===== src/hw/rtl/wse_pkg.sv =====
// shared types, constants and functions for the weighted simhash encoder
package wse_pkg;

    localparam int unsigned DefMaxBits  = 256;
    localparam int unsigned DefMaxRanks = 4;
    localparam int unsigned RankRegs    = 4;
    localparam int unsigned MaxWords    = 4;
    localparam int unsigned VoteW       = 48;

    localparam logic [63:0] Mix1 = 64'hff51afd7ed558ccd;
    localparam logic [63:0] Mix2 = 64'hc4ceb9fe1a85ec53;

    localparam logic [2:0] RegRankCount = 3'd0;
    localparam logic [2:0] RegRank0     = 3'd1;
    localparam logic [2:0] RegRank1     = 3'd2;
    localparam logic [2:0] RegRank2     = 3'd3;
    localparam logic [2:0] RegRank3     = 3'd4;
    localparam logic [2:0] RegFillLow   = 3'd5;
    localparam logic [2:0] RegFillHigh  = 3'd6;

    localparam logic KindFeature = 1'b0;
    localparam logic KindFinish  = 1'b1;

    typedef enum logic [1:0] {
        MIX_IDLE,
        MIX_MUL1,
        MIX_MUL2,
        MIX_DONE
    } mix_state_t;

    typedef enum logic [3:0] {
        ST_IDLE,
        ST_HASH,
        ST_VOTE_RD,
        ST_VOTE_WR,
        ST_FILL_CHK,
        ST_FILL_HASH,
        ST_EMIT_RD,
        ST_EMIT_ACC,
        ST_EMIT_OUT,
        ST_CLEAR
    } state_t;

    // saturating 48-bit add of two 48-bit signed values
    function automatic logic [VoteW-1:0] sat_add(input logic [VoteW-1:0] a,
                                                 input logic [VoteW-1:0] d);
        logic [VoteW:0] s;
        s = {a[VoteW-1], a} + {d[VoteW-1], d};
        if (s[VoteW] != s[VoteW-1])
            return s[VoteW] ? {1'b1, {(VoteW-1){1'b0}}} : {1'b0, {(VoteW-1){1'b1}}};
        return s[VoteW-1:0];
    endfunction

endpackage


===== src/hw/rtl/wse_mix.sv =====
// murmur3 fmix64 unit, 64-bit products built from a shared 32x32 multiplier
module wse_mix (
    input  logic        clk,
    input  logic        rst_n,
    input  logic        go,
    input  logic [63:0] seed,
    output logic        done,
    output logic [63:0] hash
);
    import wse_pkg::*;

    mix_state_t  state_reg, state_next;
    logic [1:0]  part_reg, part_next;
    logic [63:0] k_reg, k_next;
    logic [63:0] acc_reg, acc_next;
    logic [63:0] c;
    logic [31:0] op_a, op_b;
    logic [63:0] prod;
    logic [63:0] full;

    always_ff @(posedge clk or negedge rst_n)
    begin
        if (!rst_n)
        begin
            state_reg <= MIX_IDLE;
            part_reg  <= '0;
        end
        else
        begin
            state_reg <= state_next;
            part_reg  <= part_next;
        end
    end

    always_ff @(posedge clk)
    begin
        k_reg   <= k_next;
        acc_reg <= acc_next;
    end

    // low 64 bits of k * c: lo*lo, then lo*hi and hi*lo folded into the top half
    always_comb
    begin
        state_next = state_reg;
        part_next  = part_reg;
        k_next     = k_reg;
        acc_next   = acc_reg;
        c          = (state_reg == MIX_MUL2) ? Mix2 : Mix1;
        op_a       = (part_reg == 2'd2) ? k_reg[63:32] : k_reg[31:0];
        op_b       = (part_reg == 2'd1) ? c[63:32] : c[31:0];
        prod       = 64'(op_a) * 64'(op_b);
        full       = {acc_reg[63:32] + prod[31:0], acc_reg[31:0]};
        unique case (state_reg)
            MIX_IDLE, MIX_DONE:
            begin
                if (go)
                begin
                    k_next     = seed ^ (seed >> 33);
                    part_next  = '0;
                    state_next = MIX_MUL1;
                end
                else
                    state_next = MIX_IDLE;
            end
            MIX_MUL1, MIX_MUL2:
            begin
                if (part_reg == 2'd0)
                begin
                    acc_next  = prod;
                    part_next = 2'd1;
                end
                else if (part_reg == 2'd1)
                begin
                    acc_next  = full;
                    part_next = 2'd2;
                end
                else
                begin
                    k_next     = full ^ (full >> 33);
                    part_next  = '0;
                    state_next = (state_reg == MIX_MUL1) ? MIX_MUL2 : MIX_DONE;
                end
            end
            default: state_next = MIX_IDLE;
        endcase
    end

    assign done = (state_reg == MIX_DONE);
    assign hash = k_reg;
endmodule


===== config.mk =====
export PLATFORM = sky130hd
export DESIGN_NAME = wse_mix
export DESIGN_NICKNAME = d
export VERILOG_FILES = /design/src/hw/rtl/wse_pkg.sv /design/src/hw/rtl/wse_mix.sv
export SDC_FILE = /design/constraint.sdc
export NUM_CORES = 2
export LEC_CHECK = 0
export BUFFER_PORTS_ARGS = -buffer_cell sky130_fd_sc_hd__buf_4
export CAP_MARGIN = 25
export CORE_MARGIN = 3
export CORE_UTILIZATION = 70
export CTS_BUF_LIST = sky130_fd_sc_hd__clkbuf_2
export CTS_CLUSTER_DIAMETER = 120
export CTS_CLUSTER_SIZE = 24
export DETAILED_ROUTE_END_ITERATION = 6
export PLACE_DENSITY = 0.95
export SKIP_LAST_GASP = 1
export SYNTH_ARGS = -nofsm -noshare
export SYNTH_HDL_FRONTEND = slang
export SYNTH_SLANG_ARGS = --single-unit
export TNS_END_PERCENT = 5

===== constraint.sdc =====
create_clock -name clk -period 21.6 [get_ports clk]
set_input_delay 4.32 -clock clk [delete_from_list [all_inputs] [get_ports clk]]
set_output_delay 4.32 -clock clk [all_outputs]
set_load 0.02 [all_outputs]

==> results.json <==
{
  "syn_nets": 4968,
  "ctsRootBufferMaster": "clkbuf_2",
  "ios": 132,
  "slew_viol_final": 0,
  "worst_pin_slew_ns": 0.952,
  "grtUsageMet2_pct": 73.9,
  "path_max_fanout": 32,
  "top_usage_layer": "met2",
  "grt_start_max_net_pins": 91,
  "critPathSlowestCell": "mux2i_1",
  "grt_use_met1_pct": 55.7,
  "syn_inst": 3709,
  "slew_headroom_pct": 36.5,
  "violations": "design-rule violations",
  "start_util_pct": 71.6,
  "regToRegStartpoint": "part_reg[1]",
  "crit_start": "part_reg[1]",
  "synth_edf_count": 128,
  "port_buffers": 131,
  "synth_seq_cells": 132,
  "finalSetupTns_ns": 0,
  "coreArea_um2": 51800,
  "die_w_um": 236,
  "design_area_um2": 39200,
  "antenna_found_initial": 4,
  "gp_congestion": 1.07,
  "vias": 28308,
  "avgRoutedWirePerCell_um": 28.4,
  "area_delta_synth_final_pct": 5.61,
  "final_common_cell": "inv_1",
  "grt_pass1_vias": 31045,
  "finalSetupViolations": 0,
  "drtIter0Drc": 3456,
  "seq_area_frac_synth_pct": 10.6,
  "grtUsageTotal_pct": 47.4,
  "grt_pass1_wl_um": 192000,
  "cts_hold_buf": 0,
  "clock_sinks": 132,
  "row_count": 83,
  "final_cell_mix": "inv_1 (961), fa_1 (862), ha_1 (328), nand2_1 (310), nor2_1 (195)",
  "hold_viol_final": 0,
  "fin_crit_sh_pct": 55.1,
  "totalWireLength_um": 128000,
  "final_layout_size_suffix_gt1_share_pct": 7.47,
  "h-tree-depth": 4,
  "hpwl_um": 112000,
  "period_minus_slack_ns": 11.91,
  "start_kind": "flop",
  "cp_common_cell": "fa_1",
  "syn-cell-area_um2": 37100,
  "crit_end": "hash[28]",
  "min_path_type": "reg2reg",
  "slowest_delay_ns": 0.70,
  "rsz0062_at_grt": "false",
  "holdCritStartpoint": "acc_reg[31]",
  "cap_violations": 0,
  "cp.required_ns": 22.10,
  "skew_ns": 0.0527,
  "postCtsSetupRepairBufs": 0,
  "path_class": "reg2reg",
  "outcome": "complete, but fails checks",
  "grtUsageMet3_pct": 12.5,
  "worstPathArrival_ns": 12.41,
  "fmax_mhz": 84.0,
  "ant_nets": 0,
  "cts_tree": "yes",
  "synthArstFlopShare_pct": 3.03,
  "cts_buffer_depth": 2,
  "clock_latency_ns": 0.77,
  "clk_pin_slew_ns": 0.25,
  "syn_area_per_cell_um2": 10.0,
  "first_pass_iters": 7,
  "overflow": 0,
  "avgViaCountPerCell": 6.28,
  "reg2reg_to": "hash[28]",
  "die_h_um": 236,
  "die-area_um2": 55800,
  "ys.flop_type": "edfxtp_1",
  "yosys_warnings": 0,
  "drc": 1,
  "critPathCaptureType": "flop",
  "reg2regPathDepth": 33,
  "cts_resized": 0,
  "regToRegSetupSlack_ns": 9.69,
  "netlist-cell-type-count": 80,
  "placed_area_um2": 38900,
  "num-nets-final": 5074,
  "cts_made_buffers": 17
}
[how the worst min path moves through the flow]
stage	end	slack, ns	cells after the start
6_report	hash[31]	0.58	1
5_1_grt	hash[31]	0.63	1
4_1_cts	hash[31]	0.59	1
3_5_place_dp	hash[31]	0.56	1
3_3_place_gp	hash[31]	0.53	1
2_1_floorplan	part_reg[0]	0.50	1
[synthesized netlist by cell type, types with 14 or more instances]
cell      number  share of area [%]
ha_1         330                 11
nand4_1       22               0.37
a21o_1        39               0.79
mux2_2        24               0.73
nor3_1        16               0.22
xor2_1        77                1.8
o21ai_0      131                1.8
mux2i_1       31               0.84
and2_1        83                1.4
nor2b_1       16               0.27
inv_1        961                9.7
nor2_1       200                2.0
nand2_1      310                3.1
xnor2_1       75                1.8
clkbuf_1      64               0.65
a31oi_1       15               0.25
o21bai_1      14               0.28
edfxtp_1     128                 10
nand3_1       14               0.19
fa_1         862                 47
a21oi_1      112                1.5
[critical path, delay by kind of cell (launching register included)]
kind            cells  cell delay, ns
fa+ha+maj          10            4.83
simple gates        2            0.38
flops               1            0.58
buf+inv             8            1.81
compound gates      9            2.43
xor+xnor            3            0.88
mux                 1            0.70
[kinds of logic (layout without fill, tap and decap cells)]
kind of cell / after synthesis / count (layout) / synth area share (%)
DFF: 132 / 132 / 10.6
other: 0 / 1 / 0
adders and majority gates: 1192 / 1192 / 57.7
buffers and inverters: 1060 / 1179 / 11.1
muxes: 55 / 55 / 1.57
AOI/OAI and AO/OA: 400 / 400 / 6.72
xor gates and xnor gates: 152 / 152 / 3.59
and+or+nand+nor: 718 / 718 / 8.74
[stage by stage]
| step | hold slack [ns] | setup WS (ns) | utilization, % | cells |
|---|---|---|---|---|
| 2_1_floorplan | 0.502 | 11.61 | - | 3709 |
| 3_3_place_gp | 0.530 | 10.23 | 75.0 | 4474 |
| 3_5_place_dp | 0.561 | 10.01 | 75.0 | 4475 |
| 4_1_cts | 0.590 | 9.90 | 75.6 | 4507 |
| 5_1_grt | 0.631 | 9.19 | 75.6 | 4508 |
| 6_report | 0.577 | 9.69 | 75.6 | 4509 |
[final cells by class]
| cell class | count | area [um^2] |
|---|---|---|
| inverters | 968 | 3630 |
| clock inverters | 15 | 204 |
| well taps | 680 | 851 |
| fillers | 3513 | 12600 |
| multi-input cells | 2517 | 29100 |
| clock buffers | 17 | 85.1 |
| repair buffers | 179 | 1360 |
| diodes | 1 | 2.50 |
| flip-flops and latches | 132 | 3940 |
[layer usage]
layer  vias to the layer above  share of wire (%)
met5                         -              0.014
met4                         2                 11
met3                       720                 12
met2                      2191                 45
met1                     13906                 32
li1                      11489                  -
Power is left out: the tool's default activity adds up to more than one toggle a clock period on the data nets, which glitch-free logic cannot reach.
